==> config.mk <==
export PLATFORM = sky130hd
export DESIGN_NAME = base64_encoder_line_wrap_flat
export DESIGN_NICKNAME = d
export VERILOG_FILES = /design/src/rtl/b64e_pkg.sv /design/src/rtl/b64e_if.sv /design/src/rtl/b64e_front.sv /design/src/rtl/b64e_fifo.sv /design/src/rtl/b64e_back.sv /design/src/rtl/base64_encoder_line_wrap.sv /design/src/flat_wrapper.sv
export SDC_FILE = /design/constraint.sdc
export NUM_CORES = 1
export LEC_CHECK = 0
export BUFFER_PORTS_ARGS = -buffer_cell sky130_fd_sc_hd__buf_4
export CORE_ASPECT_RATIO = 0.75
export CORE_MARGIN = 2
export CORE_UTILIZATION = 60
export CTS_CLUSTER_DIAMETER = 150
export DETAILED_ROUTE_END_ITERATION = 6
export PLACE_DENSITY = 0.85
export SKIP_CTS_REPAIR_TIMING = 1
export SLEW_MARGIN = 20
export SYNTH_ARGS = -nofsm -noshare
export SYNTH_HDL_FRONTEND = slang
export SYNTH_SLANG_ARGS = --single-unit
==> constraint.sdc <==
create_clock -name clk -period 10 [get_ports clk]
set_clock_uncertainty 0.2 [all_clocks]
set_input_delay 1 -clock clk [delete_from_list [all_inputs] [get_ports clk]]
set_output_delay 1 -clock clk [all_outputs]
set_load 0.02 [all_outputs]
==> src/rtl/b64e_pkg.sv <==
// ----------------------------------------------------------------------------
// b64e_pkg
// Types, constants and the alphabet lookup shared by the Base64 encoder.
// ----------------------------------------------------------------------------
package b64e_pkg;

    localparam int CFG_ADDR_W = 3;
    localparam int CFG_DATA_W = 32;
    localparam int GPL_W      = 6;

    // register index, taken from paddr[2]
    localparam logic REG_GROUPS_PER_LINE = 1'b0;

    localparam logic [GPL_W-1:0] GPL_RESET = 6'd19;

    localparam logic [7:0] CHAR_PAD = 8'd61;
    localparam logic [7:0] CHAR_CR  = 8'd13;
    localparam logic [7:0] CHAR_LF  = 8'd10;

    // one encoding job handed from the front to the back
    typedef struct packed {
        logic [7:0] b1;
        logic [7:0] b2;
        logic [7:0] b3;
        logic [1:0] pads;    // number of '=' in the four characters
        logic       crlf;    // line break follows the group
        logic       last;    // job ends the message
    } job_t;

    function automatic logic [7:0] b64e_char(input logic [5:0] v);
        logic [7:0] c;
        if (v < 6'd26)
        begin
            c = {2'b00, v} + 8'd65;
        end
        else if (v < 6'd52)
        begin
            c = {2'b00, v} + 8'd71;
        end
        else if (v < 6'd62)
        begin
            c = {2'b00, v} - 8'd4;
        end
        else if (v == 6'd62)
        begin
            c = 8'd43;
        end
        else
        begin
            c = 8'd47;
        end
        return c;
    endfunction

endpackage

==> src/rtl/b64e_if.sv <==
// ----------------------------------------------------------------------------
// b64e_if
// Valid/ready channels for raw bytes in and encoded characters out.
// ----------------------------------------------------------------------------
interface b64e_in_if;
    logic       valid;
    logic       ready;
    logic [7:0] data_byte;
    logic       final_byte;

    modport source (output valid, output data_byte, output final_byte, input ready);
    modport sink   (input valid, input data_byte, input final_byte, output ready);
endinterface

interface b64e_out_if;
    logic       valid;
    logic       ready;
    logic [7:0] out_char;
    logic       run_end;
    logic       message_end;

    modport source (output valid, output out_char, output run_end, output message_end,
                    input ready);
    modport sink   (input valid, input out_char, input run_end, input message_end,
                    output ready);
endinterface

==> src/rtl/b64e_front.sv <==
// ----------------------------------------------------------------------------
// b64e_front
// Gathers bytes into groups, tracks the line count and queues encoding jobs.
// ----------------------------------------------------------------------------
module b64e_front
    import b64e_pkg::*;
(
    input  logic             clk,
    input  logic             rst_n,
    b64e_in_if.sink          in_bytes,
    input  logic [GPL_W-1:0] groups_per_line,
    input  logic             queue_full,
    output logic             push,
    output job_t             push_job
);

    logic [7:0]       pend0_reg, pend0_next;
    logic [7:0]       pend1_reg, pend1_next;
    logic [1:0]       fill_reg, fill_next;
    logic [GPL_W-1:0] count_reg, count_next;
    logic             accept;
    logic [GPL_W-1:0] count_inc;
    logic             brk;

    assign in_bytes.ready = !queue_full;
    assign accept         = in_bytes.valid && !queue_full;
    assign count_inc      = count_reg + 1'b1;
    assign brk            = (groups_per_line != '0) && (count_inc >= groups_per_line);

    always_comb
    begin
        pend0_next = pend0_reg;
        pend1_next = pend1_reg;
        fill_next  = fill_reg;
        count_next = count_reg;
        push       = 1'b0;
        push_job   = '0;
        push_job.last = in_bytes.final_byte;
        if (accept)
        begin
            if (fill_reg == 2'd2)
            begin
                push          = 1'b1;
                push_job.b1   = pend0_reg;
                push_job.b2   = pend1_reg;
                push_job.b3   = in_bytes.data_byte;
                push_job.crlf = brk;
                fill_next     = 2'd0;
                count_next    = brk ? '0 : count_inc;
            end
            else if (!in_bytes.final_byte)
            begin
                if (fill_reg == 2'd0)
                begin
                    pend0_next = in_bytes.data_byte;
                end
                else
                begin
                    pend1_next = in_bytes.data_byte;
                end
                fill_next = fill_reg + 2'd1;
            end
            else if (fill_reg == 2'd0)
            begin
                push          = 1'b1;
                push_job.b1   = in_bytes.data_byte;
                push_job.pads = 2'd2;
            end
            else
            begin
                push          = 1'b1;
                push_job.b1   = pend0_reg;
                push_job.b2   = in_bytes.data_byte;
                push_job.pads = 2'd1;
            end
            // message done: next byte starts a fresh line
            if (in_bytes.final_byte)
            begin
                fill_next  = 2'd0;
                count_next = '0;
            end
        end
    end

    always_ff @(posedge clk or negedge rst_n)
    begin
        if (!rst_n)
        begin
            fill_reg  <= 2'd0;
            count_reg <= '0;
        end
        else
        begin
            fill_reg  <= fill_next;
            count_reg <= count_next;
        end
    end

    always_ff @(posedge clk)
    begin
        pend0_reg <= pend0_next;
        pend1_reg <= pend1_next;
    end

endmodule

==> src/rtl/b64e_fifo.sv <==
// ----------------------------------------------------------------------------
// b64e_fifo
// Small job queue between the front and the back.
// ----------------------------------------------------------------------------
module b64e_fifo
    import b64e_pkg::*;
#(
    parameter int DEPTH = 2
)
(
    input  logic clk,
    input  logic rst_n,
    input  logic push,
    input  job_t push_job,
    input  logic pop,
    output logic full,
    output logic empty,
    output job_t head
);

    localparam int PTR_W = (DEPTH > 1) ? $clog2(DEPTH) : 1;
    localparam int CNT_W = $clog2(DEPTH + 1);
    localparam logic [PTR_W-1:0] PTR_LAST = PTR_W'(DEPTH - 1);
    localparam logic [CNT_W-1:0] CNT_FULL = CNT_W'(DEPTH);

    job_t             mem_reg [DEPTH];
    logic [PTR_W-1:0] wr_reg, wr_next;
    logic [PTR_W-1:0] rd_reg, rd_next;
    logic [CNT_W-1:0] cnt_reg, cnt_next;
    logic             do_push;
    logic             do_pop;

    assign full    = (cnt_reg == CNT_FULL);
    assign empty   = (cnt_reg == '0);
    assign head    = mem_reg[rd_reg];
    assign do_push = push && !full;
    assign do_pop  = pop && !empty;

    always_comb
    begin
        wr_next  = wr_reg;
        rd_next  = rd_reg;
        cnt_next = cnt_reg;
        if (do_push)
        begin
            wr_next = (wr_reg == PTR_LAST) ? '0 : wr_reg + 1'b1;
        end
        if (do_pop)
        begin
            rd_next = (rd_reg == PTR_LAST) ? '0 : rd_reg + 1'b1;
        end
        if (do_push && !do_pop)
        begin
            cnt_next = cnt_reg + 1'b1;
        end
        else if (do_pop && !do_push)
        begin
            cnt_next = cnt_reg - 1'b1;
        end
    end

    always_ff @(posedge clk or negedge rst_n)
    begin
        if (!rst_n)
        begin
            wr_reg  <= '0;
            rd_reg  <= '0;
            cnt_reg <= '0;
        end
        else
        begin
            wr_reg  <= wr_next;
            rd_reg  <= rd_next;
            cnt_reg <= cnt_next;
        end
    end

    always_ff @(posedge clk)
    begin
        if (do_push)
        begin
            mem_reg[wr_reg] <= push_job;
        end
    end

endmodule

==> src/rtl/b64e_back.sv <==
// ----------------------------------------------------------------------------
// b64e_back
// Steps through a queued job one character per cycle into the output register while the sink is ready.
// ----------------------------------------------------------------------------
module b64e_back
    import b64e_pkg::*;
(
    input  logic      clk,
    input  logic      rst_n,
    input  logic      job_empty,
    input  job_t      job,
    output logic      pop,
    b64e_out_if.source out_chars
);

    logic [2:0] idx_reg, idx_next;
    logic       valid_reg, valid_next;
    logic [7:0] char_reg;
    logic       run_end_reg;
    logic       msg_end_reg;
    logic       advance;
    logic       last_char;
    logic [5:0] sextet;
    logic [7:0] char_sel;

    assign out_chars.valid       = valid_reg;
    assign out_chars.out_char    = char_reg;
    assign out_chars.run_end     = run_end_reg;
    assign out_chars.message_end = msg_end_reg;

    assign advance   = !job_empty && (!valid_reg || out_chars.ready);
    assign last_char = (idx_reg == (job.crlf ? 3'd5 : 3'd3));
    assign pop       = advance && last_char;

    always_comb
    begin
        case (idx_reg)
            3'd0:    sextet = job.b1[7:2];
            3'd1:    sextet = {job.b1[1:0], job.b2[7:4]};
            3'd2:    sextet = {job.b2[3:0], job.b3[7:6]};
            3'd3:    sextet = job.b3[5:0];
            default: sextet = '0;
        endcase
    end

    always_comb
    begin
        if (idx_reg == 3'd4)
        begin
            char_sel = CHAR_CR;
        end
        else if (idx_reg == 3'd5)
        begin
            char_sel = CHAR_LF;
        end
        else if (idx_reg >= (3'd4 - {1'b0, job.pads}))
        begin
            char_sel = CHAR_PAD;
        end
        else
        begin
            char_sel = b64e_char(sextet);
        end
    end

    always_comb
    begin
        idx_next   = idx_reg;
        valid_next = valid_reg;
        if (advance)
        begin
            idx_next   = last_char ? 3'd0 : idx_reg + 3'd1;
            valid_next = 1'b1;
        end
        else if (out_chars.ready)
        begin
            valid_next = 1'b0;
        end
    end

    always_ff @(posedge clk or negedge rst_n)
    begin
        if (!rst_n)
        begin
            idx_reg   <= 3'd0;
            valid_reg <= 1'b0;
        end
        else
        begin
            idx_reg   <= idx_next;
            valid_reg <= valid_next;
        end
    end

    always_ff @(posedge clk)
    begin
        if (advance)
        begin
            char_reg    <= char_sel;
            run_end_reg <= last_char;
            msg_end_reg <= last_char && job.last;
        end
    end

endmodule

==> src/rtl/base64_encoder_line_wrap.sv <==
// ----------------------------------------------------------------------------
// base64_encoder_line_wrap
// Streaming Base64 encoder with CR LF after a programmable number of groups.
// ----------------------------------------------------------------------------
//  channel     dir   payload                             transaction
//  in_bytes    in    data_byte[7:0], final_byte          valid && ready
//  out_chars   out   out_char[7:0], run_end, message_end valid && ready
//  apb         in    groups_per_line at 0x0              psel && penable
//
//  a byte is taken whenever the job queue has room
//  a byte that completes a group yields 4 or 6 characters, a final partial
//  group 4; the back end sends one character per cycle from its output
//  register while the sink is ready
//  a taken byte's job is written into the queue, then its first character into the output register
//  reset: async, groups_per_line back to 19, queue and counts cleared
// ----------------------------------------------------------------------------
module base64_encoder_line_wrap
    import b64e_pkg::*;
#(
    parameter int QUEUE_DEPTH = 2
)
(
    input  logic                  clk,
    input  logic                  rst_n,
    b64e_in_if.sink               in_bytes,
    b64e_out_if.source            out_chars,
    input  logic                  psel,
    input  logic                  penable,
    input  logic                  pwrite,
    input  logic [CFG_ADDR_W-1:0] paddr,
    input  logic [CFG_DATA_W-1:0] pwdata,
    output logic [CFG_DATA_W-1:0] prdata,
    output logic                  pready
);

    logic [GPL_W-1:0] gpl_reg, gpl_next;
    logic             cfg_wr;
    logic             push;
    job_t             push_job;
    logic             pop;
    logic             q_full;
    logic             q_empty;
    job_t             head;

    assign pready = 1'b1;
    assign cfg_wr = psel && penable && pwrite
                    && (paddr[2] == REG_GROUPS_PER_LINE);
    assign gpl_next = cfg_wr ? pwdata[GPL_W-1:0] : gpl_reg;
    assign prdata = (paddr[2] == REG_GROUPS_PER_LINE)
                    ? {{(CFG_DATA_W-GPL_W){1'b0}}, gpl_reg} : '0;

    always_ff @(posedge clk or negedge rst_n)
    begin
        if (!rst_n)
        begin
            gpl_reg <= GPL_RESET;
        end
        else
        begin
            gpl_reg <= gpl_next;
        end
    end

    b64e_front u_front (
        .clk             (clk),
        .rst_n           (rst_n),
        .in_bytes        (in_bytes),
        .groups_per_line (gpl_reg),
        .queue_full      (q_full),
        .push            (push),
        .push_job        (push_job)
    );

    b64e_fifo #(
        .DEPTH (QUEUE_DEPTH)
    ) u_fifo (
        .clk      (clk),
        .rst_n    (rst_n),
        .push     (push),
        .push_job (push_job),
        .pop      (pop),
        .full     (q_full),
        .empty    (q_empty),
        .head     (head)
    );

    b64e_back u_back (
        .clk       (clk),
        .rst_n     (rst_n),
        .job_empty (q_empty),
        .job       (head),
        .pop       (pop),
        .out_chars (out_chars)
    );

endmodule

==> src/flat_wrapper.sv <==
// flat-port wrapper written by rule: the top's interface ports become plain ports
module base64_encoder_line_wrap_flat import b64e_pkg::*;
#(
    parameter int QUEUE_DEPTH = 2
)
  (clk, rst_n, psel, penable, pwrite, paddr, pwdata, prdata, pready, in_bytes_valid, in_bytes_data_byte, in_bytes_final_byte, in_bytes_ready, out_chars_valid, out_chars_out_char, out_chars_run_end, out_chars_message_end, out_chars_ready);
  b64e_in_if in_bytes_i ();
  b64e_out_if out_chars_i ();
  input  logic clk;
  input  logic rst_n;
  input  logic psel;
  input  logic penable;
  input  logic pwrite;
  input  logic [CFG_ADDR_W-1:0] paddr;
  input  logic [CFG_DATA_W-1:0] pwdata;
  output logic [CFG_DATA_W-1:0] prdata;
  output logic pready;
  input wire logic [$bits(in_bytes_i.valid)-1:0] in_bytes_valid;
  input wire logic [$bits(in_bytes_i.data_byte)-1:0] in_bytes_data_byte;
  input wire logic [$bits(in_bytes_i.final_byte)-1:0] in_bytes_final_byte;
  output wire logic [$bits(in_bytes_i.ready)-1:0] in_bytes_ready;
  output wire logic [$bits(out_chars_i.valid)-1:0] out_chars_valid;
  output wire logic [$bits(out_chars_i.out_char)-1:0] out_chars_out_char;
  output wire logic [$bits(out_chars_i.run_end)-1:0] out_chars_run_end;
  output wire logic [$bits(out_chars_i.message_end)-1:0] out_chars_message_end;
  input wire logic [$bits(out_chars_i.ready)-1:0] out_chars_ready;
  assign in_bytes_i.valid = in_bytes_valid;
  assign in_bytes_i.data_byte = in_bytes_data_byte;
  assign in_bytes_i.final_byte = in_bytes_final_byte;
  assign in_bytes_ready = in_bytes_i.ready;
  assign out_chars_valid = out_chars_i.valid;
  assign out_chars_out_char = out_chars_i.out_char;
  assign out_chars_run_end = out_chars_i.run_end;
  assign out_chars_message_end = out_chars_i.message_end;
  assign out_chars_i.ready = out_chars_ready;
  base64_encoder_line_wrap #(.QUEUE_DEPTH(QUEUE_DEPTH)) u_core (.clk(clk), .rst_n(rst_n), .in_bytes(in_bytes_i), .out_chars(out_chars_i), .psel(psel), .penable(penable), .pwrite(pwrite), .paddr(paddr), .pwdata(pwdata), .prdata(prdata), .pready(pready));
endmodule
---- Word level (Yosys, flattened, before mapping) ----
Memories as Yosys holds them, arrays and structs flattened.
Index checks and enable logic that the tools add are counted.
Widths: inputs -> output; s select.
storage, ports and cells
  memory bits (writable) .................. 56
  register bits ........................... 48
  memories kept ........................... 1
  logic and storage cells ................. 111
  input bits .............................. 51
  output and inout bits ................... 45
memory list
  memory                 words  width  read ports  clocked after Yosys merged registers in  write ports  RTL line         source
  u_core.u_fifo.mem_reg  2      28     1           0                                        1            b64e_fifo.sv:26  job_t mem_reg [DEPTH];
cells by class
  multiplexer cells ....................... 36
  order comparisons ....................... 5
  add/subtract/negate cells ............... 11
  eq/ne operators ......................... 9
  bitwise logic cells ..................... 4
  reduce and logical (&&, ||, !) cells .... 30
operators by type and width
  cell                 count
  $mux 8               6
  $mux 16              2
  $mux 6               5
  $mux 27              1
  $pmux 6 s4           1
  $add 6x7->8 const B  2
  $mux 2               7
  $logic_and 1x1->1    12
  $lt 6x6->1 const B   2
  $mux 3               4
  $mux 1               10
  $sub 6x3->7 const B  1
  $add 6x1->6 const B  1
  $eq 3x2->1 const B   2
  $eq 3x3->1 const B   2
  $eq 6x6->1 const B   1
  $ge 6x6->1           1
  $lt 6x5->1 const B   1
  $reduce_bool 2->1    3
  $reduce_bool 6->1    1
  $logic_not 1->1      5
  $add 2x1->2 const B  2
  $eq 2x2->1 const B   2
  $logic_not 2->1      2
  other kinds (15)     19

---- Depth between registers and ports, before layout ----
  depth in word-level cells ............... 9
  depth in mapped cells ................... 13
  gate-level depth less buffers ........... 12

---- Hierarchy ----
From an unflattened synthesis, not the netlist that was laid out.
second synthesis, totals
  cells, all modules ...................... 438
  area total of the unflattened synthesis .. 5660.4 um2
by module, submodules not included
  module                    sequential area each (um2)  cells each  area each (um2)  times used
  b64e_fifo                 1781.7                      106         2264.7           1
  b64e_back                 400.4                       164         1456.4           1
  b64e_front                680.7                       120         1431.4           1
  base64_encoder_line_wrap  153.9                       48          508.0            1

---- Worst setup path before layout ----
No wires, ideal clock.
  path kind ............................... in2reg
  from .................................... input port in_bytes_valid
  to ...................................... memory u_core.u_fifo.mem_reg[1][0] (netlist name) (enable)
  required time ........................... 9.384 ns
  arrival time ............................ 2.854 ns
  library setup time ...................... 0.416 ns
  stages on the path ...................... 4
  buffers on the path ..................... 1
  path slack .............................. 6.530 ns
  path through ............................ and2_1 > clkbuf_1 > o21ai_1 > nor2b_1
on the way
  cells in the longest elaborated chain, start to end .. 5
RTL lines
  item                          RTL line            source
  from (decl)                   flat_wrapper.sv:18  input wire logic [$bits(in_bytes_i.valid)-1:0] in_bytes_valid;
  $logic_and 1x1->1             b64e_front.sv:26    assign accept = in_bytes.valid && !queue_full;
  $mux 1                        b64e_front.sv:39    if (accept)
  $logic_and 1x1->1             b64e_fifo.sv:36     assign do_push = push && !full;
  $mux 1                        b64e_fifo.sv:80     if (do_push)
  $mux 1 (not written as such)  b64e_fifo.sv:82     mem_reg[wr_reg] <= push_job;
  to (decl)                     b64e_fifo.sv:26
Every way passes these cells.

---- Worst setup path in the final report ----
  from .................................... register u_core.u_back.idx_reg[0]
  to ...................................... register u_core.u_back.char_reg[2] (netlist: u_core.u_back.out_chars.out_char[2]), data pin
on the way
  cells in the longest elaborated chain, start to end .. 9
  elaborated cells between the ends (all ways) .. 21
  those cells by class .................... add/sub: 3; order compare: 4; eq/ne: 6; mux: 7; reduce/logical: 1
RTL lines
  item                                                                 RTL line         source
  from (decl)                                                          b64e_back.sv:16  logic [2:0] idx_reg, idx_next;
  from (signal assigned)                                               b64e_back.sv:90  idx_reg <= idx_next;
  parallel branches: the longest is 9 deep, another holds $sub 6x3->7  --
  to (signal assigned)                                                 b64e_back.sv:99  char_reg <= char_sel;
  to (decl)                                                            b64e_back.sv:18  logic [7:0] char_reg;
Several ways; the timed one is not identified.
A chain may end at the register's enable or synchronous reset.

==> results.txt <==
Status = finished clean
Slowest-stage cell, CP = nor2_1
Post-synth EDFFs = 82
Max reg flops = 56
Num ports = 96
Area growth, synth to finish = 11.2%
Buffers & Inverters on Critical Path = 2
Final Cell Area = 5930 µm²
Slew headroom = 0.390
Required @ worst endpoint = 9.86 ns
Synthesis-stage register bit count = 104
Die Span Y = 85.6 µm
Avg Vias per Cell = 5.72
Fill cell count = 577
Post-route antenna net violation count = 0
Avg Cell Area, Syn = 13.1 µm²
Final setup violation count = 0
Crit path cell chain = inv_1, ha_1, nand2b_1, o22ai_1, nor2_1, inv_1, ha_1, nor3_2, a22oi_4, mux2_4, a221oi_2, a32oi_1
Seq/Total Area, Yosys = 0.566
Vias = 3236
Ys async rst share = 0.212
Max Clock Freq = 259 MHz
Pwr per Cell Area = 306 nW/µm²
CTS max path bufs = 2
Clk slew on worst S/H paths = 0.07 ns
Ant. Diodes = 0
Setup_tns = 0 ns
CTS H-tree lvls = 3
Starting Density = 0.625
Routability cong. = 0.863
Arrival time at the worst endpoint = 3.73 ns
Top area cells in the synthesized netlist = edfxtp_1, dfrtp_1, ha_1
Slew @ Worst Pin = 0.911 ns
Power Internal = 1.11 mW
Yosys top cell area share = 0.462
Post-Synthesis Cell Area = 5330 µm²
Wire per inst = 17.5 µm
Die area = 9660 µm²
Drt pass-1 iters = 5
Die width = 113 µm
Dpl cell area = 5640 µm²
Flop pwr share = 0.356
Core region area = 8530 µm²
Final hold vios = 0
Total power = 1.81 mW
HPWL Detailed = 6970 µm
M2 GR Usage = 0.337
Clock root buffer = clkbuf_16
Residual DRC = 0
Port Buf Inserts = 40
Nets = 526
TritonCTS Buffers = 9
CTS tree = yes
Largest net degree at the start of global routing = 30
Cell taking the most area after synthesis = edfxtp_1
Vias in the first global route = 3206
Gr busiest metal = met2
Max-Cap Viols = 0
Drt initial violations = 332
Worst Hold Class = in -> async
Gr ovfl total = 0
Crit-path max FO = 7
Post-layout min period = 3.86 ns
Leakage power = 2.45 nW
Period utilisation layout = 0.386
Cells after synthesis = 407
Main flop type after synthesis = edfxtp_1
Grt met1 use = 0.293
Layout cells sized above 1 = 0.216
Crit path max-delay family = simple AND/OR/NAND/NOR gates
Global-route wire length before repair = 15900 µm
Largest stage delay on the critical path = 0.45 ns
Post-synth cell types = 52
Clk network pwr share = 0.182
Logic pwr share = 0.461
Global Route met3 Usage = 0.0523
Clk_lat worst skew = 0.35 ns
FP Rows = 29
CP Launch Type = flip-flop
Routed WL = 9910 µm
Switching power = 0.706 mW
Worst Setup End Kind = flip-flop
RSZ-0062 raised after global routing = false
IR Drop Worst-Case VDD = 204 µV
Initial antenna violation count = 0
CTS Sinks = 104
Gr usage total = 0.215
Slew Viols, Final = 0
CP Class = reg -> reg
Syn. warnings = 0
Net Sw Frac = 0.389
==> placed cells by master (no fill, tap or decap), drive strengths merged, types with 3 or more instances in the layout <==
| cell type | instances |
|---|---|
| nand2b | 10 |
| xor2 | 4 |
| and2 | 9 |
| nor3 | 7 |
| mux2 | 18 |
| nor2b | 5 |
| dfrtp | 19 |
| inv | 22 |
| clkinv | 4 |
| a22o | 9 |
| nor2 | 29 |
| clkbuf | 10 |
| a21oi | 8 |
| o22ai | 11 |
| conb | 27 |
| o21ai | 8 |
| ha | 22 |
| o211ai | 3 |
| and3 | 11 |
| nand2 | 15 |
| nor4 | 3 |
| mux2i | 27 |
| a211oi | 4 |
| nand3 | 5 |
| a21o | 7 |
| o21a | 3 |
| a32o | 4 |
| buf | 45 |
| edfxtp | 82 |
| dfstp | 3 |
| xnor2 | 9 |
==> through the flow <==
stage / setup WS [ns] / cells / utilization / hold WS, ns
after floorplan: 6.53 / 432 / - / 0.261
after global placement: 6.36 / 550 / 0.662 / 0.283
after detailed placement: 6.20 / 550 / 0.662 / 0.311
after CTS: 6.18 / 566 / 0.695 / 0.323
after global routing: 5.86 / 566 / 0.695 / 0.341
final: 6.14 / 566 / 0.695 / 0.329
==> synthesized netlist by cell type, types with 2 or more instances <==
| library cell | n |
|---|---|
| clkbuf_1 | 4 |
| nand2_1 | 15 |
| o21a_1 | 3 |
| o21ai_0 | 5 |
| a32oi_1 | 2 |
| and2_1 | 9 |
| nand3_1 | 4 |
| a21oi_1 | 7 |
| buf_6 | 3 |
| mux2_2 | 17 |
| a221oi_2 | 2 |
| nand2b_1 | 9 |
| nor4_1 | 2 |
| nor2b_1 | 5 |
| xnor2_1 | 9 |
| inv_1 | 20 |
| a211oi_1 | 4 |
| dfrtp_1 | 19 |
| nor3_1 | 6 |
| edfxtp_1 | 82 |
| mux2i_1 | 27 |
| o22ai_1 | 6 |
| nor2_4 | 3 |
| buf_4 | 28 |
| o22ai_2 | 5 |
| or3_1 | 2 |
| dfstp_2 | 3 |
| a22o_1 | 9 |
| conb_1 | 2 |
| a32o_1 | 4 |
| o21ai_1 | 3 |
| xor2_1 | 4 |
| o211ai_1 | 3 |
| and3_1 | 11 |
| ha_1 | 22 |
| a21o_1 | 7 |
| nor2_1 | 26 |
==> worst paths after layout <==
| path | to | start | cells after the start | slack (ns) |
|---|---|---|---|---|
| max in group asynchronous | u_core.gpl_reg[4] | rst_n | 1 | 8.98 |
| setup / recovery | u_core.u_back.out_chars.out_char[2] | u_core.u_back.idx_reg[0] | 12 | 6.14 |
| hold reg to reg | u_core.u_fifo.wr_reg | u_core.u_fifo.wr_reg | 1 | 0.33 |
| setup reg to reg | u_core.u_back.out_chars.out_char[2] | u_core.u_back.idx_reg[0] | 12 | 6.14 |
| min in group clk | u_core.u_fifo.wr_reg | u_core.u_fifo.wr_reg | 1 | 0.33 |
| hold / removal | u_core.u_front.count_reg[1] | rst_n | 1 | 0.33 |
==> per-layer routing <==
| layer | vias up | part of all wire |
|---|---|---|
| met5 | - | 0 |
| met4 | 0 | 0.017 |
| met3 | 17 | 0.061 |
| met2 | 107 | 0.47 |
| met1 | 1567 | 0.45 |
| li1 | 1545 | - |
==> power groups by stage <==
stage | sequential, mW | combinational [mW] | clock (mW)
global placement | 0.649 | 0.793 | 0
CTS | 0.646 | 0.834 | 0.335
detailed placement | 0.655 | 0.830 | 0
global route | 0.656 | 0.909 | 0.351
floorplan | 0.670 | 0.621 | 0
finish | 0.646 | 0.836 | 0.331
==> final cells by class <==
cell class | count | area [µm²] | area share
clock inverters | 6 | 53.8 | 0.00908
multi-input cells | 273 | 2080 | 0.351
clock buffers | 10 | 229 | 0.0386
flip-flops and latches | 104 | 3020 | 0.509
inverters | 20 | 75.1 | 0.0127
repair buffers | 45 | 338 | 0.0570
well taps | 108 | 135 | 0.0228
==> logic make-up (layout without fill, tap and decap cells) <==
group                    count (synthesis)  after routing  share of synthesized area
flip-flops                             104            104                      0.566
XOR/XNOR                                13             13                     0.0214
AND/OR/NAND/NOR                         98             98                      0.102
AO/OA/AOI/OAI                           68             68                      0.106
other                                    2             27                    0.00141
multiplexers                            45             45                     0.0894
buffers and inverters                   55             81                     0.0627
adder cells (fa/ha/maj)                 22             22                     0.0516
Power figures use the tool's default switching activity.
